[src/cts_pkg.sv]
// Shared constants, types and register codes for the cosine top-k search.
// No dependencies.
package cts_pkg;

  localparam int MAX_VECTORS = 1024;
  localparam int VIDX_W      = $clog2(MAX_VECTORS);
  localparam int VCNT_W      = VIDX_W + 1;
  localparam int MAX_DIM     = 256;
  localparam int EIDX_W      = $clog2(MAX_DIM);
  localparam int DCNT_W      = EIDX_W + 1;
  localparam int MAX_TOPN    = 63;
  localparam int NCELLS      = MAX_TOPN + 1;
  localparam int RANK_W      = 6;
  localparam int ADDR_W      = VIDX_W + EIDX_W;

  localparam int ELEM_W   = 16;
  localparam int PROD_W   = 2 * ELEM_W;
  localparam int ACC_W    = 40;
  localparam int MAG_W    = ACC_W - 1;
  localparam int SQ_IN_W  = 48;
  localparam int NORM_W   = SQ_IN_W / 2;
  localparam int DEN_W    = 2 * NORM_W;
  localparam int SIM_W    = 16;
  localparam int QBITS    = 17;
  localparam int SIM_ONE  = 16384;

  localparam int CFG_IDX_W  = 2;
  localparam int CFG_DATA_W = 11;

  localparam logic [CFG_IDX_W-1:0] REG_VECTOR_COUNT = 2'd0;
  localparam logic [CFG_IDX_W-1:0] REG_DIM_IN_USE   = 2'd1;
  localparam logic [CFG_IDX_W-1:0] REG_TOP_COUNT    = 2'd2;

  localparam logic KIND_LOAD  = 1'b0;
  localparam logic KIND_QUERY = 1'b1;

  typedef struct packed {
    logic                    valid;
    logic signed [SIM_W-1:0] sim;
    logic [VIDX_W-1:0]       idx;
  } entry_t;

endpackage

[src/cts_div.sv]
// Restoring divider for the similarity quotient, rounded, saturated, signed.
// Depends on cts_pkg.
module cts_div (
  input  logic                              clk,
  input  logic                              rst,
  input  logic                              start,
  input  logic [cts_pkg::MAG_W-1:0]         mag,
  input  logic                              neg,
  input  logic [cts_pkg::DEN_W-1:0]         den,
  output logic                              done,
  output logic signed [cts_pkg::SIM_W-1:0]  sim
);
  import cts_pkg::*;

  localparam int NUM_W = MAG_W + 22;
  localparam int DSH_W = DEN_W + QBITS - 1;
  localparam int CNT_W = $clog2(QBITS);

  logic [NUM_W-1:0] rem;
  logic [DSH_W-1:0] dsh;
  logic [QBITS-1:0] q;
  logic [CNT_W-1:0] cnt;
  logic             busy;
  logic             zero;
  logic             sgn;
  logic             take;
  logic [QBITS-1:0] q_fin;
  logic [QBITS-1:0] q_sat;

  assign take  = {{(DSH_W-NUM_W){1'b0}}, rem} >= dsh;
  assign q_fin = {q[QBITS-2:0], take};
  assign q_sat = (q_fin > QBITS'(SIM_ONE)) ? QBITS'(SIM_ONE) : q_fin;

  always_ff @(posedge clk) begin
    if (rst) begin
      busy <= 1'b0;
      done <= 1'b0;
    end else begin
      done <= 1'b0;
      if (start) begin
        rem  <= {mag, 22'd0} + NUM_W'(den[DEN_W-1:1]);
        dsh  <= {den, {(QBITS-1){1'b0}}};
        q    <= '0;
        cnt  <= CNT_W'(QBITS - 1);
        zero <= (den == '0);
        sgn  <= neg;
        busy <= 1'b1;
      end else if (busy) begin
        if (take) rem <= rem - dsh[NUM_W-1:0];
        dsh <= dsh >> 1;
        q   <= q_fin;
        cnt <= cnt - 1'b1;
        if (cnt == '0) begin
          busy <= 1'b0;
          done <= 1'b1;
          if (zero) sim <= '0;
          else if (sgn) sim <= -$signed(SIM_W'(q_sat));
          else sim <= $signed(SIM_W'(q_sat));
        end
      end
    end
  end
endmodule

[config.mk]
export PLATFORM = sky130hd
export DESIGN_NAME = cts_div
export DESIGN_NICKNAME = d
export VERILOG_FILES = /design/src/cts_pkg.sv /design/src/cts_div.sv
export SDC_FILE = /design/constraint.sdc
export NUM_CORES = 1
export LEC_CHECK = 0
export BUFFER_PORTS_ARGS = -buffer_cell sky130_fd_sc_hd__buf_2
export CORE_AREA = 2 2 152 154
export DETAILED_ROUTE_END_ITERATION = 12
export DIE_AREA = 0 0 154 156
export PLACE_DENSITY = 0.85
export SLEW_MARGIN = 5
export SYNTH_ARGS = -nofsm -noshare
export SYNTH_HDL_FRONTEND = slang
export SYNTH_SLANG_ARGS = --single-unit
[constraint.sdc]
create_clock -name clk -period 4.6 [get_ports clk]
set_input_delay 0.23 -clock clk [delete_from_list [all_inputs] [get_ports clk]]
set_output_delay 0.23 -clock clk [all_outputs]
set_load 0.1 [all_outputs]
# Yosys cells after proc, flatten, opt, wreduce, memory -nomap -nowiden
# Index checks and enable logic that the tools add are counted.
[classes]
add_sub_neg = 4
n_lt_le_gt_ge = 2
n_mux = 13
bitwise = 3
reduce_logical = 9
[ops]
columns = ["op", "count"]
rows = [
  ["$mux 61", 3],
  ["$mux 64", 2],
  ["$ge 61x64->1", 1],
  ["$add 61x47->61", 1],
  ["$sub 61x61->61", 1],
  ["$logic_not 48->1", 1],
  ["$mux 16", 3],
  ["$gt 17x15->1 const B", 1],
  ["$neg 16->16", 1],
  ["$logic_not 5->1", 1],
  ["$mux 5", 1],
  ["$sub 5x1->5 const B", 1],
  ["$mux 1", 4],
  ["$reduce_and 2->1", 2],
  ["$reduce_and 4->1", 1],
  ["$reduce_bool 2->1", 2],
  ["$not 1->1", 3],
  ["$reduce_and 3->1", 1],
  ["$reduce_or 3->1", 1],
]
[totals]
ff_bits = 166
inputBits = 91
out_inout_bits = 17
wordCells = 41

# Logic depth before layout (Yosys ltp)
[depth]
ltp_word = 5
depth_mapped = 16
depth_no_buf = 15

# Worst setup path after synthesis
# OpenSTA, ideal clock, no wires.
[synth_timing]
path_kind = "register to register"
startpoint = "reg dsh[0]"
endpoint = "reg rem[0], enable pin"
setup_time_ns = 0.480
t_arrival_ns = 4.651
t_required_ns = 4.120
slack_ns = -0.531
path_stages_with_launch = 11
n_path_buf = 0
period_less_slack_ns = 5.131
cell_sequence = "edfxtp_1 > ha_1 > fa_1 > nand2b_1 > a21oi_1 > o21ai_1 > o31a_1 > o221ai_1 > o21a_1 > a21oi_1 > nor2_1"
[synth_via]
elab_chain_len = 3
[synth_rtl]
columns = ["item", "line_no", "text"]
rows = [
  ["start: declaration", "cts_div.sv:20", "logic [DSH_W-1:0] dsh;"],
  ["start signal: assignment", "cts_div.sv:42", "dsh <= {den, {(QBITS-1){1'b0}}};"],
  ["start signal: assignment", "cts_div.sv:50", "dsh <= dsh >> 1;"],
  ["$ge 61x64->1", "cts_div.sv:30", "assign take = {{(DSH_W-NUM_W){1'b0}}, rem} >= dsh;"],
  ["$reduce_bool 2->1 (no source line)", "-", ""],
  ["$reduce_and 3->1 (no source line)", "-", ""],
  ["end signal: assignment", "cts_div.sv:41", "rem <= {mag, 22'd0} + NUM_W'(den[DEN_W-1:1]);"],
  ["end signal: assignment", "cts_div.sv:49", "if (take) rem <= rem - dsh[NUM_W-1:0];"],
  ["end: declaration", "cts_div.sv:19", "logic [NUM_W-1:0] rem;"],
]
# Every way passes these cells.
# A chain may end at the register's enable or synchronous reset.

# Worst setup path after layout
[layout_timing]
startpoint = "reg dsh[0]"
endpoint = "reg sim[12] (netlist name), data pin"
[layout_via]
elab_chain_len = 5
[layout_rtl]
columns = ["item", "line_no", "text"]
rows = [
  ["$ge 61x64->1 (*)", "cts_div.sv:30", ""],
  ["$gt 17x15->1", "cts_div.sv:32", "assign q_sat = (q_fin > QBITS'(SIM_ONE)) ? QBITS'(SIM_ONE) : q_fin;"],
  ["$mux 16 (*)", "cts_div.sv:32", ""],
  ["$neg 16->16", "cts_div.sv:57", "else if (sgn) sim <= -$signed(SIM_W'(q_sat));"],
  ["$mux 16 (*)", "cts_div.sv:57", ""],
  ["end signal: assignment", "cts_div.sv:57", ""],
  ["end signal: assignment", "cts_div.sv:58", "else sim <= $signed(SIM_W'(q_sat));"],
  ["end: declaration", "cts_div.sv:11", "output logic signed [cts_pkg::SIM_W-1:0] sim"],
]
# Every way passes the cells marked *; elsewhere a longest branch is shown, timed or not.

==> impl_metrics.json <==
{
  "endpoint_kind": "flop",
  "numCtsBuffers": 17,
  "setup_ws_ps": 770,
  "chipHeight_um": 156,
  "rrSetupSlack_ps": 770,
  "drive_above_1_share_pct": 12.6,
  "swShare_pct": 33.6,
  "pin_count": 108,
  "clk_latency_ps": 440,
  "hold_ws_ps": 121,
  "crit_family": "compound AO/OA/AOI/OAI gates",
  "p_int_w": 0.00308,
  "postRouteAntennaNets": 0,
  "timing.max_cap.violations": 0,
  "layout_commonest_cell": "edfxtp_1",
  "synth_seq_cells": 166,
  "r2r_start": "dsh[0]$_SDFFCE_PP0P_",
  "ctsResizeCount": 0,
  "port_buffers": 107,
  "worstPathRequired_ps": 4780,
  "crit_arrival_ps": 4010,
  "cts-root-buf": "clkbuf_16",
  "synth_compound_area_share_pct": 21.1,
  "period_share_pct": 83.3,
  "place.gp.congestion": 0.969,
  "grt_use_total_pct": 27.0,
  "start_kind": "flop",
  "crit_path_max_fanout": 6,
  "synth_cells": 1326,
  "h-tree-depth": 4,
  "synth_flop_cell": "edfxtp_1",
  "final.min_clock_period_ps": 3830,
  "grt_first_pass_wirelength_um": 51500,
  "switchingPower_w": 0.00156,
  "synthAdderAreaFrac_pct": 9.39,
  "post_dp_cell_area_mm2": 0.0129,
  "clk_pin_slew_worst_paths_ps": 80,
  "die-area_mm2": 0.0240,
  "clockBufferDepth": 2,
  "grt_pass1_vias": 9906,
  "drc": 0,
  "pwr-share-comb_pct": 28.4,
  "final_cell_mix": "edfxtp_1 (164), nand2_1 (144), o21ai_0 (133)",
  "drt-total-wl_um": 32500,
  "utilization_pct": 60.5,
  "areaGrowthSynthToFinish_pct": 11.4,
  "synth_area_mm2": 0.0121,
  "seq_power_share_pct": 39.7,
  "r2r-end": "sim[12]$_SDFFCE_PP0P_",
  "setup-violations-final": 0,
  "tightest_slew_ps": 995,
  "pre_cts_ws_ps": 817,
  "async_flop_share_pct": 0,
  "core.rowCount": 55,
  "fill_cells": 1824,
  "slew_viol_final": 0,
  "place_hpwl_um": 24500,
  "cts_tree": "yes",
  "power_density_mw_per_mm2": 343,
  "drt_iter0_drc": 1219,
  "routedWlPerCell_um": 19.0,
  "p_leak_nw": 5.47,
  "ff2ff_path_depth": 14,
  "antenna_found_initial": 0,
  "crit_slowest_cell": "fa_1",
  "dr.pass1.iters": 6,
  "hold_violations": 0,
  "min_to": "dsh[63]$_SDFFCE_PN0P_",
  "yosysSeqAreaShare_pct": 40.9,
  "fin_skew_ps": 17.2,
  "tns_ps": 0,
  "finalInstanceArea_mm2": 0.0135,
  "synth-xor-area-share_pct": 6.78,
  "slew_headroom_pct": 33.6,
  "crit_chain": "ha_1 > fa_1 > nand2b_1 > a21oi_1 > o21ai_1 > o31a_1 > o221ai_1 > o21a_1 > nand2_1 > ha_1 > a21o_1 > and3_1 > o21ai_0 > a21oi_1",
  "worstSetupPathType": "reg2reg",
  "status": "complete, no violations",
  "grt_max_degree": 146,
  "crit_buf_inv": 0,
  "synthMuxAreaShare_pct": 0.783,
  "die_x_um": 154,
  "cp_slowest_stage_delay_ps": 410,
  "hold_class": "in2reg",
  "synth_top_family_by_area": "compound AO/OA/AOI/OAI gates",
  "clkSinkCount": 166,
  "gr-total-overflow": 0,
  "vias": 10600,
  "vias_per_cell": 6.21,
  "synth_fp_nets": 1507,
  "ys_warn_count": 0,
  "final_nets": 1591,
  "postSynthAreaPerCell_um2": 9.16,
  "ir_drop_mv": 0.267,
  "placeableCoreArea_mm2": 0.0224,
  "synth_cell_types": 76,
  "worstHoldPathCells": 2,
  "synthSimpleGateAreaFrac_pct": 16.7,
  "rsz0062_at_grt": "no",
  "clock.fmax_mhz": 261,
  "diodes": 0,
  "synth-edff-count": 164,
  "initial_core_util_pct": 54.3,
  "hp-start": "den[47]",
  "clockPowerShare_pct": 31.9
}
[what timing repair did]
action / in CTS / in global routing
buffers inserted: 0 / 0
hold endpoints to repair: 1 / 0
hold buffers: 1 / 0
[how the worst max path moves through the flow]
stage,slack [ps],from,cells past startpoint,end
6_report,770,dsh[0]$_SDFFCE_PP0P_,14,sim[12]$_SDFFCE_PP0P_
5_1_grt,490,rem[53]$_DFFE_PP_,13,sim[12]$_SDFFCE_PP0P_
4_1_cts,810,dsh[0]$_SDFFCE_PP0P_,14,sim[12]$_SDFFCE_PP0P_
3_5_place_dp,820,dsh[0]$_SDFFCE_PP0P_,14,sim[12]$_SDFFCE_PP0P_
3_3_place_gp,910,rem[53]$_DFFE_PP_,13,sim[12]$_SDFFCE_PP0P_
2_1_floorplan,490,dsh[0]$_SDFFCE_PP0P_,10,rem[0]$_DFFE_PP_
[power groups by stage]
stage	Combinational, W	Sequential [W]	Clock [W]
finish	0.00132	0.00184	0.00148
global route	0.00145	0.00185	0.00155
CTS	0.00129	0.00184	0.00149
detailed placement	0.00128	0.00188	0
global placement	0.00125	0.00187	0
floorplan	0.000952	0.00187	0
[cell usage after synthesis (all sizes together), types with 4 or more instances]
cell	n	area share, %
nor3	24	0.99
ha	88	9.1
o221ai	6	0.43
nand4	30	1.6
a21o	32	2.0
edfxtp	164	41
o21a	11	0.68
mux2i	5	0.41
nand3	21	0.91
nor2	99	3.1
and3	13	0.71
a21oi	114	4.9
a311oi	6	0.48
and2	12	0.62
o31a	5	0.36
or3	5	0.26
nor4	19	0.98
clkbuf	34	1.1
nand2b	18	0.93
o31ai	7	0.56
xor2	47	3.4
o21bai	9	0.56
nand2	144	4.4
o21ai	153	6.4
a211oi	10	0.74
o211ai	5	0.31
inv	83	2.6
nor2b	29	1.5
a21boi	9	0.56
mux2	4	0.37
buf	17	0.81
a31oi	10	0.57
xnor2	47	3.4
a41o	4	0.33
[per-layer routing]
layer / GRT usage [%] / wire length [um] / vias to the layer above
met5: 0 / 0 / -
met4: 8.68 / 878 / 0
met3: 3.17 / 2390 / 73
met2: 43.9 / 15000 / 499
met1: 38.0 / 14200 / 4997
li1: - / - / 5032
[cells by family (layout without fill, tap and decap cells)]
| logic type | Yosys count | count (layout) |
|---|---|---|
| AO/OA/AOI/OAI | 409 | 409 |
| XOR/XNOR | 94 | 94 |
| adder cells (fa/ha/maj) | 90 | 90 |
| buffers and inverters | 134 | 231 |
| flip-flops | 166 | 166 |
| multiplexers | 9 | 9 |
| AND/OR/NAND/NOR | 424 | 424 |
[flip-flops by register name (all words and copies together) (netlist names), 5 cells and up]
register  cells
cnt           5
dsh          64
q            16
rem          61
sim          16
[cell type report]
type | instances | area, um^2 | share of cell area (%)
inverters | 83 | 312 | 2.30
multi-input cells | 1026 | 6670 | 49.3
repair buffers | 116 | 624 | 4.62
well taps | 285 | 357 | 2.64
clock buffers | 17 | 425 | 3.14
flip-flops and latches | 166 | 4960 | 36.7
clock inverters | 15 | 180 | 1.33
[stage by stage]
stage / power (W) / std cells
CTS: 0.00462 / 1708
finish: 0.00464 / 1708
detailed placement: 0.00315 / 1675
global placement: 0.00312 / 1675
global route: 0.00485 / 1708
floorplan: 0.00282 / 1326
No activity file was read; power rests on OpenSTA's default activity.
