===== config.mk =====
export PLATFORM = sky130hd
export DESIGN_NAME = cts_sqrt
export DESIGN_NICKNAME = d
export VERILOG_FILES = /design/src/cts_pkg.sv /design/src/cts_sqrt.sv
export SDC_FILE = /design/constraint.sdc
export NUM_CORES = 1
export LEC_CHECK = 0
export ABC_AREA = 1
export BUFFER_PORTS_ARGS = -buffer_cell sky130_fd_sc_hd__buf_2
export CAP_MARGIN = 20
export CORE_MARGIN = 2
export CORE_UTILIZATION = 55
export CTS_BUF_LIST = sky130_fd_sc_hd__clkbuf_4 sky130_fd_sc_hd__clkbuf_8 sky130_fd_sc_hd__clkbuf_16
export CTS_CLUSTER_SIZE = 8
export DETAILED_ROUTE_END_ITERATION = 6
export GPL_ROUTABILITY_DRIVEN = 0
export PLACE_DENSITY = 0.76
export REMOVE_ABC_BUFFERS = 1
export SYNTH_ARGS = -nofsm -noshare
export SYNTH_HDL_FRONTEND = slang
export SYNTH_SLANG_ARGS = --single-unit

===== constraint.sdc =====
create_clock -name clk -period 9.97 [get_ports clk]
set_clock_uncertainty 0.2 [all_clocks]
set_input_delay 1.994 -clock clk [delete_from_list [all_inputs] [get_ports clk]]
set_output_delay 1.994 -clock clk [all_outputs]
set_load 0.01 [all_outputs]

===== src/cts_pkg.sv =====
// Shared constants, types and register codes for the cosine top-k search.
// No dependencies.
package cts_pkg;

  localparam int MAX_VECTORS = 1024;
  localparam int VIDX_W      = $clog2(MAX_VECTORS);
  localparam int VCNT_W      = VIDX_W + 1;
  localparam int MAX_DIM     = 256;
  localparam int EIDX_W      = $clog2(MAX_DIM);
  localparam int DCNT_W      = EIDX_W + 1;
  localparam int MAX_TOPN    = 63;
  localparam int NCELLS      = MAX_TOPN + 1;
  localparam int RANK_W      = 6;
  localparam int ADDR_W      = VIDX_W + EIDX_W;

  localparam int ELEM_W   = 16;
  localparam int PROD_W   = 2 * ELEM_W;
  localparam int ACC_W    = 40;
  localparam int MAG_W    = ACC_W - 1;
  localparam int SQ_IN_W  = 48;
  localparam int NORM_W   = SQ_IN_W / 2;
  localparam int DEN_W    = 2 * NORM_W;
  localparam int SIM_W    = 16;
  localparam int QBITS    = 17;
  localparam int SIM_ONE  = 16384;

  localparam int CFG_IDX_W  = 2;
  localparam int CFG_DATA_W = 11;

  localparam logic [CFG_IDX_W-1:0] REG_VECTOR_COUNT = 2'd0;
  localparam logic [CFG_IDX_W-1:0] REG_DIM_IN_USE   = 2'd1;
  localparam logic [CFG_IDX_W-1:0] REG_TOP_COUNT    = 2'd2;

  localparam logic KIND_LOAD  = 1'b0;
  localparam logic KIND_QUERY = 1'b1;

  typedef struct packed {
    logic                    valid;
    logic signed [SIM_W-1:0] sim;
    logic [VIDX_W-1:0]       idx;
  } entry_t;

endpackage


===== src/cts_sqrt.sv =====
// Iterative integer square root, one result bit per cycle.
// Depends on cts_pkg.
module cts_sqrt (
  input  logic                          clk,
  input  logic                          rst,
  input  logic                          start,
  input  logic [cts_pkg::SQ_IN_W-1:0]   x,
  output logic                          done,
  output logic [cts_pkg::NORM_W-1:0]    root
);
  import cts_pkg::*;

  localparam int CNT_W = $clog2(NORM_W);

  logic [SQ_IN_W-1:0] xs;
  logic [NORM_W+2:0]  rem;
  logic [CNT_W-1:0]   cnt;
  logic               busy;
  logic [NORM_W+2:0]  trial;
  logic [NORM_W+2:0]  sub;
  logic               take;

  assign trial = {rem[NORM_W:0], xs[SQ_IN_W-1 -: 2]};
  assign sub   = {1'b0, root, 2'b01};
  assign take  = trial >= sub;

  always_ff @(posedge clk) begin
    if (rst) begin
      busy <= 1'b0;
      done <= 1'b0;
    end else begin
      done <= 1'b0;
      if (start) begin
        xs   <= x;
        rem  <= '0;
        root <= '0;
        cnt  <= CNT_W'(NORM_W - 1);
        busy <= 1'b1;
      end else if (busy) begin
        xs   <= {xs[SQ_IN_W-3:0], 2'b00};
        rem  <= take ? trial - sub : trial;
        root <= {root[NORM_W-2:0], take};
        cnt  <= cnt - 1'b1;
        if (cnt == '0) begin
          busy <= 1'b0;
          done <= 1'b1;
        end
      end
    end
  end
endmodule


# Yosys cells after proc, flatten, opt, wreduce, memory -nomap -nowiden
# Index checks and enable logic that the tools add are counted.
[word_totals] in_bits=51 elab_cells=25 reg_bits=104 out_inout_bits=25
[classes] add_sub_neg=2 muxes=10 n_bitwise=2 magnitude_cmp=1 n_reduce_logical=4
[op_table] op="$mux W48" count=2
[op_table] op="$mux W25" count=2
[op_table] op="$ge A27 B26 Y1" count=1
[op_table] op="$sub A25 B25 Y25" count=1
[op_table] op="$mux W24" count=1
[op_table] op="$logic_not A5 Y1" count=1
[op_table] op="$mux W5" count=1
[op_table] op="$sub A5 B1 Y5 const B" count=1
[op_table] op="$mux W1" count=4
[op_table] op="$reduce_or A3 Y1" count=1
[op_table] op="$not A1 Y1" count=2
[op_table] op="$reduce_and A2 Y1" count=1
[op_table] op="$reduce_bool A2 Y1" count=1

# Logic depth before layout (Yosys ltp)
# Gate-level depths: netlist of the first run.
[depth] ltp_word=4 mapped_depth=15 ltp_nobuf=15

# Worst setup path after synthesis of the first run
# No wires, ideal clock.
[synth_timing] path_kind="input to register" startpoint="in start" endpoint="reg cnt[0], enable pin" cell_stages=3 setup_time_ns=0.599 arrival_ns=7.169 path_buffers=1 path_slack_ns=2.002 t_required_ns=9.171 path_cell_list="inv_1 > buf_2 > a21oi_1"
[synth_via] elab_chain_cells=2
[synth_lines] element="from (decl)" line="cts_sqrt.sv:6" source="input logic start,"
[synth_lines] element="$reduce_bool A2 Y1 (no source line)"
[synth_lines] element="$reduce_and A2 Y1 (no source line)"
[synth_lines] element="to (signal assigned)" line="cts_sqrt.sv:37" source="cnt <= CNT_W'(NORM_W - 1);"
[synth_lines] element="to (signal assigned)" line="cts_sqrt.sv:43" source="cnt <= cnt - 1'b1;"
[synth_lines] element="to (decl)" line="cts_sqrt.sv:17" source="logic [CNT_W-1:0] cnt;"
# Every way passes these cells.
# A chain may end at the register's enable or synchronous reset.

# Worst setup path in the final report of the first run
[layout_timing] startpoint="in start" endpoint="reg root[20] (netlist name), enable pin"
[layout_via] elab_chain_cells=2
[layout_lines] element="$reduce_bool A2 Y1 (no source line)"
[layout_lines] element="$reduce_and A2 Y1 (no source line)"
[layout_lines] element="to (signal assigned)" line="cts_sqrt.sv:42" source="root <= {root[NORM_W-2:0], take};"
[layout_lines] element="to (decl)" line="cts_sqrt.sv:9" source="output logic [cts_pkg::NORM_W-1:0] root"
# Every way passes these cells.

==> impl_metrics.yaml, run 1 <==
timing:
  fmax_ghz: 0.208
  tightest_slew_ns: 1.03
  setup_viol: 0
  rsz0062_at_grt: "no"
  fin_crit_sh_pct: 48.2
  final.setup.tns_ns: 0
  slew_headroom_pct: 31.0
  period_minus_slack_ns: 4.81
  slew_viol_final: 0
  hold_viol: 0
drt:
  via_per_inst: 4.88
  routed_wl_um: 13200
  vias: 5140
  post_drt_wl_per_cell_um: 12.6
  drt_pass1_iterations: 5
  drtAntennaViolNets: 0
  drt_iter0_markers: 301
  drcViolationCount: 0
critical_path:
  worstSetupPathType: "input pin to flop"
  cpMostUsedCell: "buf_4"
  endpoint: "root[20]"
  critPathMaxStageDelay_ns: 0.84
  path_depth: 5
  cp.arrival_ns: 4.58
  crit_path_end_kind: "flop"
  r2r_start: "root[16]"
  cpMaxStageDelayCell: "a21oi_4"
  path_buf_inv: 4
  critical_path_required_ns: 9.75
  path_cells: "buf_2, buf_4, inv_2, a21oi_4, buf_4"
  critPathMaxFanout: 76
  r2r_end: "rem[10]"
  critPathLaunchType: "input pin"
  r2r_slack_ns: 6.97
  crit_path_start: "start"
  critPathTopFamily: "buffers and inverters"
  ff2ff_path_depth: 13
synthesis:
  ys_warn_count: 0
  syn_inst: 839
  syn_area_mm2: 0.00646
  synth_top_cell_by_area: "edfxtp_1"
  avgSynthCellArea_um2: 7.70
  synth_seq_cells: 104
  ys_seq_area_share_pct: 48.1
  synth.area.top_cells: "edfxtp_1 47%, nand2_1 20%, inv_1 7.2%"
  synth_cell_types: 32
  synth_top_area_share_pct: 47.4
finish:
  layout-drive-gt1-share_pct: 13.1
  syn_to_final_growth_pct: 12.3
  final_cell_mix: "352 x nand2_1, 122 x inv_1, 102 x edfxtp_1"
  nets: 985
  diodes: 0
  final_common_cell: "nand2_1"
min_path:
  hold_path_class: "flop to flop"
die:
  core_area_mm2: 0.0114
  pin_count: 76
  rows: 39
  start_util_pct: 56.5
  die_x_um: 112
  fp.dieH_um: 112
  design.die.area_mm2: 0.0126
clocking:
  cts_tree: "done"
  cts.sinks: 104
  clkLatencyLatePin_ns: 0.36
  holdBufCountCts: 0
  numCtsBuffers: 9
  clk_pin_slew_ns: 0.07
  root_buffer: "clkbuf_16"
  post_cts_buffers: 0
  htreeDepth: 3
  cts.repair.resized: 0
  clock_path_buffers: 2
job:
  cap_viol_max_count: 0
power:
  ir_drop_v: 0.000146
  power_leakage_nw: 3.73
  total_power_mw: 1.18
  p_per_area_mw_per_mm2: 163
placement:
  io_buffers: 75
  dp_hpwl_um: 9230
global_routing:
  grtUsageTotal_pct: 22.5
  globalRoute.totalOverflow: 0
  grt_max_degree: 77
  grt_pass1_wl_um: 22800
  grt_pass1_vias: 4974
  antenna_found_initial: 0
status:
  status: "finished clean"
[final cells by class]
cell class,count,area [µm²]
clock buffer,12,254
clock inverter,4,56.3
fill,1054,4170
inverter,124,468
multi-input combinational,589,2790
sequential,104,3100
tap,143,179
timing repair buffer,78,398
[kinds of logic after synthesis]
| group | Yosys count | share of synthesized area (%) |
|---|---|---|
| AO/OA/AOI/OAI | 18 | 1.51 |
| XOR/XNOR | 11 | 1.49 |
| adder cells (fa/ha/maj) | 28 | 5.43 |
| buffers and inverters | 146 | 8.88 |
| flip-flops | 104 | 48.1 |
| AND/OR/NAND/NOR | 532 | 34.6 |
[flip-flops by register name, indices dropped and copies added (netlist names)]
name / cells
rem: 25
cnt: 5
done: 1
root: 24
busy: 1
xs: 48
[Yosys cell counts (all sizes together)]
cell and instances:
nand2 357, inv 124, nor2 109, edfxtp 102
nand3 31, ha 28, nand3b 22, buf 14
a21oi 13, xor2 10, clkbuf 8, nand4 6
nor4 3, o21ai 3, dfxtp 2, nor3 2
a31oi 1, and2 1, o21a 1, or2 1
xnor2 1
[routing by layer]
metal	part of all wire (%)	wire (µm)	GRT usage [%]	up-vias
li1	-	-	-	2742
met1	45	5910	30.5	2277
met2	47	6240	36.8	108
met3	6.7	883	4.05	13
met4	1.6	215	7.48	0
met5	0	0	0	-
[worst register-to-register path, cell delays in order (launching register included)]
cell      delay (ns)
edfxtp_1        0.34
inv_1           0.06
ha_1            0.37
nand2_1         0.21
inv_1           0.06
nand2_1         0.06
nand2_1         0.09
inv_1           0.08
a21oi_2         0.07
nor2_4          0.52
nand2_4         0.23
inv_4           0.31
nor2_2          0.06
nor2_1          0.19
[how the worst min path moves through the flow]
stage,end,startpoint,slack (ns),cells past startpoint
detailed placement,xs[41],xs[39],0.30,2
global placement,xs[40],xs[38],0.29,2
global route,xs[41],xs[39],0.32,2
finish,xs[38],xs[36],0.31,2
floorplan,done,busy,0.22,2
CTS,xs[41],xs[39],0.32,2
[where the power goes]
group          switching [mW]  internal, mW
Sequential             0.0121         0.523
Combinational           0.183        0.0965
Clock                   0.157         0.209
[metrics by stage]
stage / cell area (µm²) / instances / hold slack (ns) / utilization, % / setup slack [ns]
6_report: 7250 / 1054 / 0.313 / 63.5 / 5.16
5_1_grt: 7250 / 1054 / 0.323 / 63.5 / 4.93
4_1_cts: 7250 / 1054 / 0.318 / 63.5 / 5.17
3_5_place_dp: 6940 / 1038 / 0.299 / 60.8 / 4.79
3_3_place_gp: 6940 / 1038 / 0.293 / 60.8 / 4.85
2_1_floorplan: 6350 / 817 / 0.221 / - / 1.41
No activity file was read; power rests on OpenSTA's default activity.
==> run 2: changes to the inputs <==
clock period = 4.9 ns   (was 9.97 ns; I/O delays follow)
==> impl_metrics.yaml, run 2 (synthesis results as in run 1) <==
finish:
  layout-drive-gt1-share_pct: 13.1
  largest_register: "xs"
  diodes: 0
  nets: 987
  largest_reg_flops: 48
  final_cell_mix: "352 x nand2_1, 122 x inv_1, 102 x edfxtp_1"
  syn_to_final_growth_pct: 12.4
  reg_top3: "xs (48), rem (25), root (24)"
  final_common_cell: "nand2_1"
  finish.utilization_pct: 63.6
  final_cells: 1056
drt:
  post_drt_wl_per_cell_um: 13.0
  drt_pass1_iterations: 5
  routed_wl_um: 13700
  vias: 5192
  drcViolationCount: 0
  via_per_inst: 4.92
  drt_iter0_markers: 300
  drtAntennaViolNets: 0
clocking:
  clk_pin_slew_ns: 0.08
  cts.repair.resized: 0
  holdBufCountCts: 0
  htreeDepth: 3
  cts.sinks: 104
  numCtsBuffers: 9
  root_buffer: "clkbuf_16"
  clock_path_buffers: 2
  post_cts_buffers: 0
  clkLatencyLatePin_ns: 0.36
  cts_tree: "done"
power:
  p_per_area_mw_per_mm2: 328
  ir_drop_v: 0.000204
  power_leakage_nw: 3.73
global_routing:
  grtUsageTotal_pct: 22.8
  grt_pass1_vias: 5049
  grt_max_degree: 76
  antenna_found_initial: 0
  grt_pass1_wl_um: 23300
  globalRoute.totalOverflow: 0
status:
  status: "finished clean"
critical_path:
  cpMaxStageDelayCell: "nor2_4"
  critPathMaxStageDelay_ns: 0.50
  cp.arrival_ns: 2.95
  cpMostUsedCell: "nand2_1"
  crit_path_end_kind: "flop"
  critPathMaxFanout: 22
  worstSetupPathType: "flop to flop"
  critical_path_required_ns: 4.87
  critPathLaunchType: "flop"
  path_cells: "ha_1, nand2_1, nor2_1, nand2_1, nor2_2, nand2_1, nand3_2, nor2_4, nand2_4, inv_4, nor2_2, nor2_1"
placement:
  placedCellCount: 1040
  dp_hpwl_um: 9680
  io_buffers: 75
job:
  cap_viol_max_count: 0
timing:
  period_minus_slack_ns: 2.97
  fmax_ghz: 0.336
  fin_crit_sh_pct: 60.7
  rsz0062_at_grt: "no"
  hold-worst-slack_ns: 0.314
  slew_headroom_pct: 34.4
  tightest_slew_ns: 0.982
  final.setup.tns_ns: 0
  hold_viol: 0
  slew_viol_final: 0
  setup_viol: 0
die:
  start_util_pct: 56.5
  rows: 39
  fp.dieH_um: 112
  die_x_um: 112
  core_area_mm2: 0.0114
  design.die.area_mm2: 0.0126
  pin_count: 76
min_path:
  hold_path_class: "flop to flop"
==> run 2: per-stage QoR <==
| stage | power [mW] | instance area (µm²) | setup WS [ns] |
|---|---|---|---|
| after global placement | 1.67 | 6970 | 2.02 |
| after global routing | 2.51 | 7260 | 1.66 |
| after detailed placement | 1.68 | 6970 | 1.95 |
| after floorplan | 1.53 | 6350 | -2.65 |
| final | 2.38 | 7260 | 1.93 |
| after CTS | 2.38 | 7260 | 1.93 |
==> run 2: critical path, delay by kind of cell, from the launching register on <==
kind | cells | cell delay [ns]
flops | 1 | 0.42
simple gates | 10 | 1.49
fa+ha+maj | 1 | 0.38
buf+inv | 1 | 0.29
==> run 2: area by class of cell <==
cell class,count,area (µm²)
fillers,1040,4160
flip-flops and latches,104,3100
multi-input cells,589,2790
inverters,124,468
repair buffers,80,425
clock buffers,9,225
well taps,143,179
clock inverters,7,65.1
==> run 2: where the power goes <==
part | total (mW) | internal [mW] | switching [mW]
sequential | 1.09 | 1.06 | 0.0254
clock | 0.718 | 0.356 | 0.362
combinational | 0.572 | 0.199 | 0.374
==> run 2: worst paths after layout <==
path	from	endpoint	slack, ns	cells past startpoint
hold reg to reg	xs[21]	xs[23]	0.31	2
hold / removal	xs[21]	xs[23]	0.31	2
setup / recovery	rem[19]	rem[11]	1.93	12
setup reg to reg	rem[19]	rem[11]	1.93	12
==> run 2: metal layers <==
metal	part of all wire [%]	track usage, %	vias up
li1	-	-	2747
met1	46	30.7	2300
met2	46	38.4	133
met3	5.8	4.64	12
met4	1.3	5.77	0
met5	0	0	-
==> run 3: changes to the inputs <==
clock period = 2.8 ns   (was 4.9 ns; I/O delays follow)
==> impl_metrics.yaml, run 3 (synthesis results as in run 1) <==
finish:
  nets: 989
  final_cell_mix: "352 x nand2_1, 122 x inv_1, 102 x edfxtp_1"
  largest_register: "xs"
  final_common_cell: "nand2_1"
  syn_to_final_growth_pct: 12.7
  regArea_mm2: 0.00310
  nFillCells: 1037
  stdcell_area_mm2: 0.00728
  diodes: 0
  layout-drive-gt1-share_pct: 13.1
  largest_reg_flops: 48
  multi_input_area_mm2: 0.00279
  reg_top3: "xs (48), rem (25), root (24)"
clocking:
  cts.sinks: 104
  cts.repair.resized: 0
  clock_path_buffers: 2
  root_buffer: "clkbuf_16"
  clkLatencyLatePin_ns: 0.35
  cts_tree: "done"
  numCtsBuffers: 9
  clk_pin_slew_ns: 0.07
  htreeDepth: 3
  post_cts_buffers: 0
  holdBufCountCts: 0
timing:
  fin_crit_sh_pct: 94.0
  period_minus_slack_ns: 2.63
  slew_headroom_pct: 49.6
  tightest_slew_ns: 0.755
  fmax_ghz: 0.380
  rsz0062_at_grt: "no"
  final.setup.tns_ns: 0
  setup_viol: 0
  setup_ws_ns: 0.168
  hold_viol: 0
  slew_viol_final: 0
global_routing:
  grtUsageTotal_pct: 23.0
  grt_pass1_wl_um: 23100
  grt.busiest_layer: "met2"
  grt_use_met3_pct: 3.89
  antenna_found_initial: 0
  grt_max_degree: 76
  grt_use_met2_pct: 38.7
  grt_pass1_vias: 5056
  globalRoute.totalOverflow: 0
  grtUsageMet1_pct: 29.5
power:
  total_power_mw: 4.17
  power_frac_clock_pct: 30.0
  ir_drop_v: 0.000462
  seqPwrFrac_pct: 45.7
  internal_power_mw: 2.90
  p_per_area_mw_per_mm2: 573
  power_leakage_nw: 3.74
  swShare_pct: 30.5
  p_comb_share_pct: 24.3
  switchingPower_mw: 1.27
critical_path:
  path_cells: "ha_1, nand2_1, inv_1, nand2_1, nand2_1, inv_1, a21oi_2, nor2_4, buf_4, nand3b_1, nand2_1, nor2_1"
  cpMostUsedCell: "nand2_1"
  crit_path_end_kind: "flop"
  r2r_start: "rem[16]"
  path_buf_inv: 3
  critPathLaunchType: "flop"
  critPathMaxFanout: 21
  cp.arrival_ns: 2.54
  worstSetupPathType: "flop to flop"
  critPathTopFamily: "simple AND/OR/NAND/NOR gates"
  cpMaxStageDelayCell: "edfxtp_1"
  critical_path_required_ns: 2.71
  crit_path_start: "rem[16]"
  critPathMaxStageDelay_ns: 0.42
status:
  status: "finished clean"
drt:
  post_drt_wl_per_cell_um: 13.2
  drtAntennaViolNets: 0
  drcViolationCount: 0
  drt_iter0_markers: 354
  vias: 5293
  via_per_inst: 5.01
  routed_wl_um: 13900
  drt_pass1_iterations: 5
die:
  core_area_mm2: 0.0114
  fp.dieH_um: 112
  rows: 39
  pin_count: 76
  die_x_um: 112
  start_util_pct: 56.5
  design.die.area_mm2: 0.0126
placement:
  io_buffers: 75
  dp_hpwl_um: 9840
  pre_cts_ws_ns: 0.223
  place_area_mm2: 0.00699
min_path:
  min-delay-start: "rst"
  hold_path_class: "input pin to flop"
job:
  cap_viol_max_count: 0
[run 3: final timing paths]
kind / endpoint / slack [ns] / cells after the start
setup / recovery: rem[11] / 0.17 / 12
hold / removal: done / 0.23 / 2
setup reg to reg: rem[11] / 0.17 / 12
hold reg to reg: xs[38] / 0.31 / 2
[run 3: routing by layer]
layer / vias up / wire length [µm]
li1: 2753 / -
met2: 147 / 6550
met5: - / 0
met3: 28 / 817
met1: 2365 / 6180
met4: 0 / 372
[run 3: power groups by stage]
stage	clock network, mW	logic [mW]	registers, mW
6_report	1.25	1.01	1.90
3_3_place_gp	0	0.990	1.93
2_1_floorplan	0	0.718	1.95
3_5_place_dp	0	1.01	1.94
5_1_grt	1.33	1.15	1.92
4_1_cts	1.26	1.01	1.90
[run 3: stage by stage]
stage / hold slack (ns) / cells / utilization [%]
6_report: 0.225 / 1056 / 63.7
5_1_grt: 0.218 / 1056 / 63.7
4_1_cts: 0.219 / 1056 / 63.7
3_5_place_dp: 0.297 / 1042 / 61.3
3_3_place_gp: 0.291 / 1042 / 61.3
2_1_floorplan: 0.221 / 817 / -
[run 3: area by class of cell]
| class | count | area share [%] |
|---|---|---|
| Clock inverter | 5 | 0.774 |
| Tap cell | 143 | 2.46 |
| Inverter | 124 | 6.43 |
| Clock buffer | 9 | 3.10 |
| Multi-Input combinational cell | 589 | 38.4 |
| Timing Repair Buffer | 82 | 6.23 |
| Sequential cell | 104 | 42.6 |
[run 3: worst register-to-register path: stages, from the launching register on]
cell      delay [ns]
edfxtp_1        0.42
ha_1            0.39
nand2_1         0.24
inv_1           0.06
nand2_1         0.07
nand2_1         0.08
inv_1           0.08
a21oi_2         0.07
nor2_4          0.13
buf_4           0.31
nand3b_1        0.20
nand2_1         0.11
nor2_1          0.04
