### src/cts_pkg.sv
// Shared constants, types and register codes for the cosine top-k search.
// No dependencies.
package cts_pkg;

  localparam int MAX_VECTORS = 1024;
  localparam int VIDX_W      = $clog2(MAX_VECTORS);
  localparam int VCNT_W      = VIDX_W + 1;
  localparam int MAX_DIM     = 256;
  localparam int EIDX_W      = $clog2(MAX_DIM);
  localparam int DCNT_W      = EIDX_W + 1;
  localparam int MAX_TOPN    = 63;
  localparam int NCELLS      = MAX_TOPN + 1;
  localparam int RANK_W      = 6;
  localparam int ADDR_W      = VIDX_W + EIDX_W;

  localparam int ELEM_W   = 16;
  localparam int PROD_W   = 2 * ELEM_W;
  localparam int ACC_W    = 40;
  localparam int MAG_W    = ACC_W - 1;
  localparam int SQ_IN_W  = 48;
  localparam int NORM_W   = SQ_IN_W / 2;
  localparam int DEN_W    = 2 * NORM_W;
  localparam int SIM_W    = 16;
  localparam int QBITS    = 17;
  localparam int SIM_ONE  = 16384;

  localparam int CFG_IDX_W  = 2;
  localparam int CFG_DATA_W = 11;

  localparam logic [CFG_IDX_W-1:0] REG_VECTOR_COUNT = 2'd0;
  localparam logic [CFG_IDX_W-1:0] REG_DIM_IN_USE   = 2'd1;
  localparam logic [CFG_IDX_W-1:0] REG_TOP_COUNT    = 2'd2;

  localparam logic KIND_LOAD  = 1'b0;
  localparam logic KIND_QUERY = 1'b1;

  typedef struct packed {
    logic                    valid;
    logic signed [SIM_W-1:0] sim;
    logic [VIDX_W-1:0]       idx;
  } entry_t;

endpackage

### src/cts_cell.sv
// One cell of the ranking chain: keeps the better entry, passes the other on.
// Depends on cts_pkg.
module cts_cell (
  input  logic            clk,
  input  logic            rst,
  input  logic            clear,
  input  logic            shift,
  input  cts_pkg::entry_t cand_in,
  input  cts_pkg::entry_t up_in,
  output cts_pkg::entry_t held,
  output cts_pkg::entry_t cand_out
);
  import cts_pkg::*;

  always_ff @(posedge clk) begin
    if (rst || clear) begin
      held.valid     <= 1'b0;
      cand_out.valid <= 1'b0;
    end else if (shift) begin
      held           <= up_in;
      cand_out.valid <= 1'b0;
    end else begin
      cand_out.valid <= 1'b0;
      if (cand_in.valid) begin
        if (!held.valid) begin
          held <= cand_in;
        end else if (($signed(cand_in.sim) > $signed(held.sim)) ||
                     (cand_in.sim == held.sim && cand_in.idx < held.idx)) begin
          held     <= cand_in;
          cand_out <= held;
        end else begin
          cand_out <= cand_in;
        end
      end
    end
  end
endmodule

### config.mk
export PLATFORM = sky130hd
export DESIGN_NAME = cts_cell
export DESIGN_NICKNAME = d
export VERILOG_FILES = /design/src/cts_pkg.sv /design/src/cts_cell.sv
export SDC_FILE = /design/constraint.sdc
export NUM_CORES = 1
export LEC_CHECK = 0
export ABC_AREA = 1
export BUFFER_PORTS_ARGS = -buffer_cell sky130_fd_sc_hd__buf_2
export CELL_PAD_IN_SITES_DETAIL_PLACEMENT = 1
export CELL_PAD_IN_SITES_GLOBAL_PLACEMENT = 1
export CORE_MARGIN = 4
export CORE_UTILIZATION = 37
export CTS_BUF_LIST = sky130_fd_sc_hd__clkbuf_2
export DETAILED_ROUTE_END_ITERATION = 10
export HOLD_SLACK_MARGIN = 0.08
export PLACE_DENSITY_LB_ADDON = 0.1
export SLEW_MARGIN = 40
export SYNTH_ARGS = -nofsm -noshare
export SYNTH_HDL_FRONTEND = slang
export SYNTH_SLANG_ARGS = --single-unit
### constraint.sdc
create_clock -name clk -period 3.27 [get_ports clk]
set_clock_uncertainty 0.15 [all_clocks]
set_input_delay 0.1635 -clock clk [delete_from_list [all_inputs] [get_ports clk]]
set_output_delay 0.1635 -clock clk [all_outputs]
set_load 0.02 [all_outputs]
# Word level (Yosys, flattened, before mapping)
# Cells that the tools add are included.
[word_totals] input_bits=58 word_cells=26 ff_bits=54 output_inout_bits=54
[classes] n_eq_ne=2 muxes=5 n_reduce_logical=7 n_lt_le_gt_ge=2 bitwise_logic=4
[ops] cell="$mux W26" count=3
[ops] cell="$mux W27" count=2
[ops] cell="$eq A16 B16 Y1" count=1
[ops] cell="$gt A16 B16 Y1" count=1
[ops] cell="$lt A10 B10 Y1" count=1
[ops] cell="$not A1 Y1" count=4
[ops] cell="$reduce_and A4 Y1" count=1
[ops] cell="$reduce_or A4 Y1" count=1
[ops] cell="$ne A3 B2 Y1 const B" count=1
[ops] cell="$reduce_and A3 Y1" count=1
[ops] cell="$logic_or A1 B1 Y1" count=2
[ops] cell="$reduce_bool A2 Y1" count=1
[ops] cell="$logic_and A1 B1 Y1" count=1

# Longest topological paths before layout
# Gate-level depths: netlist of run 1.
[depth] word_depth=7 ltp_mapped=17 depth_no_buf=16

# Least setup slack after synthesis of run 1
# OpenSTA, ideal clock, no wires.
[synth_path] path_kind="register to register" startpoint="register held[25] in the netlist's numbering" endpoint="register held[0] in the netlist's numbering, enable pin" arrival_time_ps=2507 period_less_slack_ps=3049 setup_ps=392 path_buffers=1 t_required_ps=2728 path_slack_ps=221 stages_incl_launch_ff=12 path_cell_list="edfxtp_1 -> inv_1 -> ha_1 -> nand2_1 -> nor2_1 -> nand2_1 -> nor3_2 -> inv_2 -> nand3_4 -> nand2_4 -> buf_6 -> a21oi_2"
[synth_between] elab_chain_len=5 word_cells_on_any_way=6 classes_between="1 x order compare; 2 x eq/ne; 3 x reduce/logical"
[synth_lines] item="start: declaration" line="cts_cell.sv:10" source="output cts_pkg::entry_t held,"
[synth_lines] item="start signal: assignment" line="cts_cell.sv:20" source="held <= up_in;"
[synth_lines] item="start signal: assignment" line="cts_cell.sv:26" source="held <= cand_in;"
[synth_lines] item="start signal: assignment" line="cts_cell.sv:29" source="held <= cand_in;"
[synth_lines] item="branches (longest 2 deep; another with $gt A16 B16 Y1)"
[synth_lines] item="$logic_or A1 B1 Y1 *" line="cts_cell.sv:27" source="end else if (($signed(cand_in.sim) > $signed(held.sim)) ||"
[synth_lines] item="$ne A3 B2 Y1 (no source line) *"
[synth_lines] item="$reduce_and A3 Y1 (no source line) *"
# Every way passes the cells marked *.
# A chain may end at the register's enable or synchronous reset.

# Worst setup path after layout of run 1
[layout_path] startpoint="register held[25] in the netlist's numbering" endpoint="register held[22] in the netlist's numbering, enable pin"
# The elaborated chain is that of the path after synthesis.

==> impl_metrics.ini, run 1 <==
[status]
status = completed

[layout]
fin_nets = 626
final_area_um2 = 4600
diodes = 0
fin_util = 0.583
fillers = 960
area_growth_pct = 50.2
final_layout_size_suffix_gt1_frac = 0.244

[sta]
fin_crit_ns = 2.75
fmax_mhz = 363
hold_violations = 0
whs_ns = 0.189
rsz0062_at_grt = false
tightest_slew_ns = 0.358
finalCritPeriodShare = 0.842
finalSetupTns_ns = 0
max_slew_margin = 0.761
setup_viol = 0
slew_violations = 0

[route]
ant_nets = 0
wl_met3_um = 510
viasPerCell = 4.75
drtPass1Iterations = 4
drt_iter0_drc = 73
post_drt_wl_per_cell_um = 15.7
vias = 3066
drt-total-wl_um = 10100
drc = 0
wl_met1_um = 4090
wl_met2_um = 5400
dr.max_layer_used = met4

[synth]
synth_common_cells = nand2_1, edfxtp_1, inv_1
async_flop_share = 0
synth.most_common_cell = nand2_1
ys_types = 26
syn-num-nets = 432
synth_top_area_frac = 0.510
syn_inst = 349
yosysWarnings = 0
synthFlopType = edfxtp_1
ys_ff_latch = 54
avgSynthCellArea_um2 = 8.77
syn-cell-area_um2 = 3060
synthTopCellsByArea = edfxtp_1, nand2_1, ha_1
synth_edf_count = 52
ys_seq_area_frac = 0.523
synth.largest_area_cell = edfxtp_1

[global_route]
grt_use_total = 0.209
grt_pass1_vias = 3416
grt_overflow = 0
grt_pass1_wl_um = 16500
grt_start_max_net_pins = 30
antenna_found_initial = 0

[clocking]
cts.sinks = 54
clk_pin_slew_worst_paths_ns = 0.27
cts_max_level = 2
clock_latency_ns = 0.45
cts_tree = done
cts-root-buf = clkbuf_2
cts_buffer_depth = 2
cts_made_buffers = 5
post_cts_buffers = 0

[critical_path]
critPathKind = reg2reg
r2r-end = held[22]
cp.arrival_ns = 2.80
start_kind = flop
cp.required_ns = 3.32
ff2ff_path_depth = 11
path_max_fanout = 27
cp-end-kind = flop
rrSetupSlack_ns = 0.52
crit-reg2reg-launch = held[25]

[hold_path]
min_path_cells = 4
min_path_type = in2reg
hold_start = shift
hold_end = held[15]

[die]
die_y_um = 98.9
die_x_um = 98.9
core_um2 = 7890
dieArea_um2 = 9790
initial_core_util = 0.388
io_pins = 112
row_count = 32

[pwr]
peakVddDrop_uv = 174
p_leak_uw = 0.00233
power_density_nw_per_um2 = 321

[placed_design]
io_buffers = 111
gp_congestion = 0.787
place_hpwl_um = 6570
placed_area_um2 = 3760

[job]
maxCapViolations = 0
-- sequential cells by signal (all words and copies together) (netlist names) --
signal    count
held         27
cand_out     27
-- worst max-delay path by stage --
stage | cells past startpoint | slack [ns] | start | to
floorplan | 11 | 0.22 | held[25] | held[0]
global placement | 11 | 0.60 | held[25] | held[24]
detailed placement | 11 | 0.51 | held[25] | held[22]
CTS | 11 | 0.48 | held[25] | held[20]
global route | 11 | 0.30 | held[25] | held[17]
finish | 11 | 0.52 | held[25] | held[22]
-- layout by cell type (no fill, tap or decap) --
master	count
a21boi_0	1
a21o_1	2
a21oi_1	9
a21oi_4	1
buf_12	1
buf_2	111
buf_4	6
clkbuf_2	8
clkinv_1	1
dfxtp_1	2
dlygate4sd3_1	80
edfxtp_1	52
ha_1	25
inv_1	39
inv_2	1
nand2_1	154
nand2_2	1
nand2_4	1
nand3_1	29
nand3_4	1
nand4_1	1
nor2_1	8
nor3_1	2
nor3_2	2
o211ai_1	1
o21ai_0	5
-- cells by family (layout without fill, tap and decap cells) --
logic type / Yosys count / count (layout) / synth area share
buffers and inverters: 52 / 247 / 0.0711
AOI/OAI and AO/OA: 19 / 19 / 0.0356
adders and majority gates: 25 / 25 / 0.102
DFF: 54 / 54 / 0.523
and+or+nand+nor: 199 / 199 / 0.268
-- repair_timing --
action / in CTS / in global routing
hold endpoints to repair: 59 / 0
gates resized for setup: 0 / 0
hold buffers: 80 / 0
-- through the flow --
stage	power (uW)	setup slack, ns	std cells
6_report	1470	0.515	646
5_1_grt	1560	0.304	646
4_1_cts	1480	0.476	646
3_5_place_dp	1120	0.514	558
3_3_place_gp	1110	0.605	558
2_1_floorplan	1010	0.221	349
-- cell type report --
class | instances | area (um^2) | area share
sequential | 54 | 1600 | 0.348
inverter | 41 | 154 | 0.0335
timing repair buffer | 198 | 1420 | 0.309
multi-input combinational | 243 | 1250 | 0.273
tap | 102 | 128 | 0.0278
clock buffer | 8 | 40.0 | 0.00871
-- power by group --
group	internal [uW]	leakage, uW	total (uW)	switching (uW)
registers	791	0.000494	803	11.2
logic	179	0.00180	391	212
clock network	62.7	0.0000332	280	217
-- worst max-delay path, stage by stage, from the launching register on --
cell	delay, ns
edfxtp_1	0.44
inv_1	0.05
ha_1	0.33
nand2_1	0.08
nor2_1	0.17
nand2_1	0.10
nor3_2	0.21
inv_2	0.07
nand3_4	0.09
nand2_4	0.21
a21oi_4	0.37
buf_12	0.22
-- routing by layer --
metal | track usage | up-vias
met4 | 0.0473 | 0
li1 | - | 1517
met2 | 0.392 | 89
met3 | 0.0311 | 11
met1 | 0.248 | 1449
met5 | 0 | -
Power figures use the tool's default switching activity.
==> run 2, diff against run 1 <==
CORE_UTILIZATION = 34   (was 37)
clock period = 2.46 ns   (was 3.27 ns; I/O delays follow)
==> run 2 against run 1 <==
Effect of this change:
- sequential share of layout area is 2.5 points lower
- largest power group unchanged
- non-clock buffer count is 22 higher
- worst hold slack worse by 0.044 ns
- critical path type unchanged
- fmax is 13% higher
- first-iteration DRC count is 45% higher
- critical path depth is 2 higher
- die area is 8.1% higher
==> impl_metrics.ini, run 2 (synthesis gave the netlist of run 1 again) <==
[critical_path]
cp.required_ns = 2.50
cp.arrival_ns = 2.48
cp-end-kind = flop
path_max_fanout = 7
critPathKind = reg2reg
start_kind = flop

[pwr]
p_int_uw = 1510
peakVddDrop_uv = 234
power_frac_clock = 0.224
p_leak_uw = 0.00250
swShare = 0.295
switchingPower_uw = 632
fin_total_pwr_uw = 2140
p_comb_frac = 0.278
p_seq_frac = 0.498
power_density_nw_per_um2 = 432

[layout]
layout_common_cells = nand2_1, buf_2, dlygate4sd3_1
fin_cells = 674
fin_util = 0.568
final_layout_size_suffix_gt1_frac = 0.306
diodes = 0
final_area_um2 = 4950
fin_nets = 648
fillers = 1002
layout_commonest_cell = nand2_1
area_growth_pct = 61.9
reg.largest.list = cand_out x27, held x27

[sta]
fmax_mhz = 409
hold_violations = 0
fin_crit_ns = 2.44
rsz0062_at_grt = true
setup_viol = 0
layout_setup_ws_ns = 0.0150
slew_violations = 0
finalCritPeriodShare = 0.994
max_slew_margin = 0.755
tightest_slew_ns = 0.367

[route]
drt_iter0_drc = 106
drt-total-wl_um = 10900
post_drt_wl_per_cell_um = 16.1
ant_nets = 0
vias = 3207
viasPerCell = 4.76
drtPass1Iterations = 4
drc = 0

[clocking]
cts_made_buffers = 5
cts.sinks = 54
clk_pin_slew_worst_paths_ns = 0.32
cts_tree = done
clock_latency_ns = 0.46
cts_buffer_depth = 2
cts_max_level = 2
cts-root-buf = clkbuf_2

[global_route]
grt_pass1_vias = 3371
grt_overflow = 0
antenna_found_initial = 0
grt_use_total = 0.203
grt_start_max_net_pins = 29
grt_pass1_wl_um = 16500

[die]
io_pins = 112
row_count = 34
die_x_um = 103
initial_core_util = 0.351
dieArea_um2 = 10600
core_um2 = 8720
die_y_um = 103

[placed_design]
placed_area_um2 = 3820
place_hpwl_um = 6890
placed_cells = 567
gp_congestion = 0.788
io_buffers = 111
dp_worst_setup_slack_ns = 0.0797

[status]
status = completed

[job]
maxCapViolations = 0

[hold_path]
min_path_type = in2reg
==> run 2: changes by cell type in the layout (fill, tap and decap cells not counted), sizes merged <==
cell / delta
dlygate4sd3: +1
clkinv: +1
bufinv: +1
buf: +19
==> run 2: power by group through the flow <==
stage | Sequential, uW | Clock [uW] | Combinational (uW)
3_3_place_gp | 1090 | 0 | 408
5_1_grt | 1070 | 530 | 663
4_1_cts | 1070 | 490 | 538
6_report | 1070 | 479 | 596
2_1_floorplan | 1110 | 0 | 229
3_5_place_dp | 1090 | 0 | 424
==> run 2: cell type report <==
type	count	area [um^2]	area share
Clock buffer	6	30.0	0.00606
Clock inverter	2	33.8	0.00682
Inverter	41	154	0.0311
Multi-Input combinational cell	243	1360	0.274
Sequential cell	54	1600	0.323
Tap cell	108	135	0.0273
Timing Repair Buffer	220	1640	0.331
==> run 2: metrics by stage <==
step           TNS (ns)  hold WS, ns
2_1_floorplan     -7.07        0.152
4_1_cts               0        0.106
6_report              0        0.146
5_1_grt           -1.57        0.112
3_5_place_dp          0        0.253
3_3_place_gp          0        0.250
==> run 2: worst paths after layout <==
check                               from           end  slack, ns  cells past startpoint
worst min-delay path               clear       held[7]       0.15                      5
worst max-delay path            held[21]      held[19]       0.02                     13
worst min register to register  held[15]  cand_out[15]       0.45                      2
worst max register to register  held[21]      held[19]       0.02                     13
==> run 2: worst max-delay path: stages, from the launching register on <==
cell	delay, ns
edfxtp_1	0.43
inv_1	0.05
ha_1	0.32
nand2_1	0.09
nor2_2	0.16
nand2_4	0.08
inv_2	0.05
nand2_2	0.06
nand2_2	0.08
nand2_2	0.06
nand3_4	0.09
nand2_4	0.07
a21oi_4	0.31
buf_12	0.18
==> run 2: what timing repair did <==
action                                  4_1_cts  5_1_grt
gates resized for setup                       0       25
hold buffers                                 81        0
setup buffers                                 0       16
endpoints found under the hold margin        54        0
endpoints found under the setup margin        0       52
==> run 2: layer usage <==
layer,global-route usage,part of all wire,vias up
li1,-,-,1571
met1,0.252,0.41,1552
met2,0.374,0.53,73
met3,0.0250,0.043,11
met4,0.0448,0.012,0
met5,0,0,-
==> run 3, diff against run 2 <==
==> constraint.sdc (replaced) <==
create_clock -name clk -period 2.46 [get_ports clk]
set_clock_uncertainty 0.15 [all_clocks]
set_input_delay 0.492 -clock clk [delete_from_list [all_inputs] [get_ports clk]]
set_output_delay 0.492 -clock clk [all_outputs]
set_load 0.02 [all_outputs]
==> run 3 against run 2 <==
Effect of this change:
- core utilization is 9.5 points lower
- non-clock buffer count decreased by 80
- die area unchanged
- worst hold slack lost 0.016 ns
- global-route usage down 2.7 points
- wire length down 14%
- final cell count shrank 12%
- register-to-register slack improved by 0.08 ns
- flip-flop and latch count unchanged
- combinational power shrank 22%
- clock power decreased by 2%
- fmax rose by 3.4%
- critical endpoint is now held[18]
- largest power group unchanged
- highest routed layer unchanged
==> impl_metrics.ini, run 3 (synthesis gave the netlist of run 1 again) <==
[status]
status = completed

[route]
viasPerCell = 4.80
post_drt_wl_per_cell_um = 15.7
vias = 2851
drc = 0
drtPass1Iterations = 4
drt_iter0_drc = 113
ant_nets = 0
drt-total-wl_um = 9350

[layout]
diodes = 0
area_growth_pct = 34.9
layout_common_cells = nand2_1, buf_2, edfxtp_1
fillers = 1072
fin_util = 0.473
fin_nets = 568
final_layout_size_suffix_gt1_frac = 0.350
reg.largest.list = cand_out x27, held x27
fin_cells = 594
layout_commonest_cell = nand2_1

[sta]
setup_viol = 0
fin_crit_ns = 2.36
max_slew_margin = 0.767
finalCritPeriodShare = 0.961
rsz0062_at_grt = false
hold_violations = 0
slew_violations = 0
tightest_slew_ns = 0.350
fmax_mhz = 423

[placed_design]
placed_cells = 577
gp_congestion = 0.804
io_buffers = 111
place_hpwl_um = 6820

[clocking]
cts-root-buf = clkbuf_2
clk_pin_slew_worst_paths_ns = 0.30
cts.sinks = 54
clock_latency_ns = 0.45
cts_max_level = 2
cts_buffer_depth = 2
cts_tree = done
cts_made_buffers = 5
ctsHoldBuffers = 0

[hold_path]
min_path_type = in2reg
hold_end = held[22]
min_path_cells = 3
hold_start = up_in[22]

[critical_path]
cp.required_ns = 2.53
cpMaxStageDelayCell = edfxtp_1
start_kind = flop
ff2ff_path_depth = 12
crit_chain = inv_1, ha_1, nand2_1, nor2_4, buf_4, a21oi_2, nand3_2, nand3_4, nand2_4, a21oi_4, buf_12, clkbuf_16
r2r-end = held[18]
cp-end-kind = flop
rrSetupSlack_ns = 0.1
cp_slowest_stage_delay_ns = 0.47
critPathKind = reg2reg
path_max_fanout = 6
cp.arrival_ns = 2.44
crit-reg2reg-launch = held[23]

[die]
die_x_um = 103
io_pins = 112
initial_core_util = 0.351
row_count = 34
die_y_um = 103
core_um2 = 8720
dieArea_um2 = 10600

[job]
maxCapViolations = 0

[global_route]
grt_pass1_vias = 2936
grt_start_max_net_pins = 29
grt_use_total = 0.176
antenna_found_initial = 0
grt_pass1_wl_um = 14400
grt_overflow = 0

[pwr]
peakVddDrop_uv = 205
power_density_nw_per_um2 = 484
p_leak_uw = 0.00214
[run 3: cell count changes in the layout (fill, tap and decap cells not counted), moves of 2 or more]
cell,previous run,this run
dlygate4sd3_1,81,0
nand2_1,147,151
a21oi_1,5,7
clkinv_2,0,2
nand2_2,6,4
nand2_4,3,1
[run 3: final cells by class]
cell class / count / area [um^2] / share of cell area
clock buffer: 5 / 25.0 / 0.00606
clock inverter: 3 / 40.0 / 0.00970
inverter: 41 / 154 / 0.0373
multi-input combinational: 243 / 1320 / 0.321
sequential: 54 / 1600 / 0.388
tap: 108 / 135 / 0.0327
timing repair buffer: 140 / 850 / 0.206
[run 3: metal layers]
metal | part of all wire | vias up | global-route usage
met4 | 0.0077 | 0 | 0.0359
met2 | 0.51 | 72 | 0.312
met5 | 0 | - | 0
met3 | 0.055 | 5 | 0.0304
met1 | 0.43 | 1366 | 0.226
li1 | - | 1408 | -
[run 3: where the power goes]
part	internal [uW]	leakage (uW)	switching, uW
clock	168	0.0000427	301
combinational	187	0.00160	278
sequential	1050	0.000494	14.7
total	1410	0.00214	593
[run 3: per-stage QoR]
stage	setup WS [ns]	power, uW	hold WS [ns]	TNS (ns)	area (um^2)
after detailed placement	-0.101	1520	0.455	-2.65	3890
after CTS	0.0478	1990	0.114	0	3960
final	0.0956	2000	0.130	0	4130
after global routing	0.00710	2110	0.111	0	4130
after global placement	-0.0166	1510	0.439	-0.376	3890
after floorplan	-0.272	1340	0.453	-7.07	3090
[run 3: critical path, delay by kind of cell (launching register included)]
kind | cells | cell delay, ns
AO/OA/AOI/OAI | 2 | 0.32
flip-flops | 1 | 0.47
adder cells (fa/ha/maj) | 1 | 0.25
AND/OR/NAND/NOR | 5 | 0.44
buffers and inverters | 4 | 0.49
[run 3: worst max path at each step]
stage / start / end / slack, ns / cells past startpoint
floorplan: held[23] / held[0] / -0.27 / 11
global placement: cand_in[21] / held[5] / -0.02 / 11
detailed placement: cand_in[23] / held[5] / -0.10 / 11
CTS: held[23] / held[5] / 0.05 / 11
global route: held[17] / held[23] / 0.007 / 14
finish: held[23] / held[18] / 0.1 / 12
[run 3: repair_timing]
| item | 4_1_cts | 5_1_grt |
|---|---|---|
| endpoints found under the setup margin | 0 | 52 |
| gates resized for setup | 0 | 16 |
| endpoints found under the hold margin | 0 | 0 |
| buffers inserted | 0 | 7 |
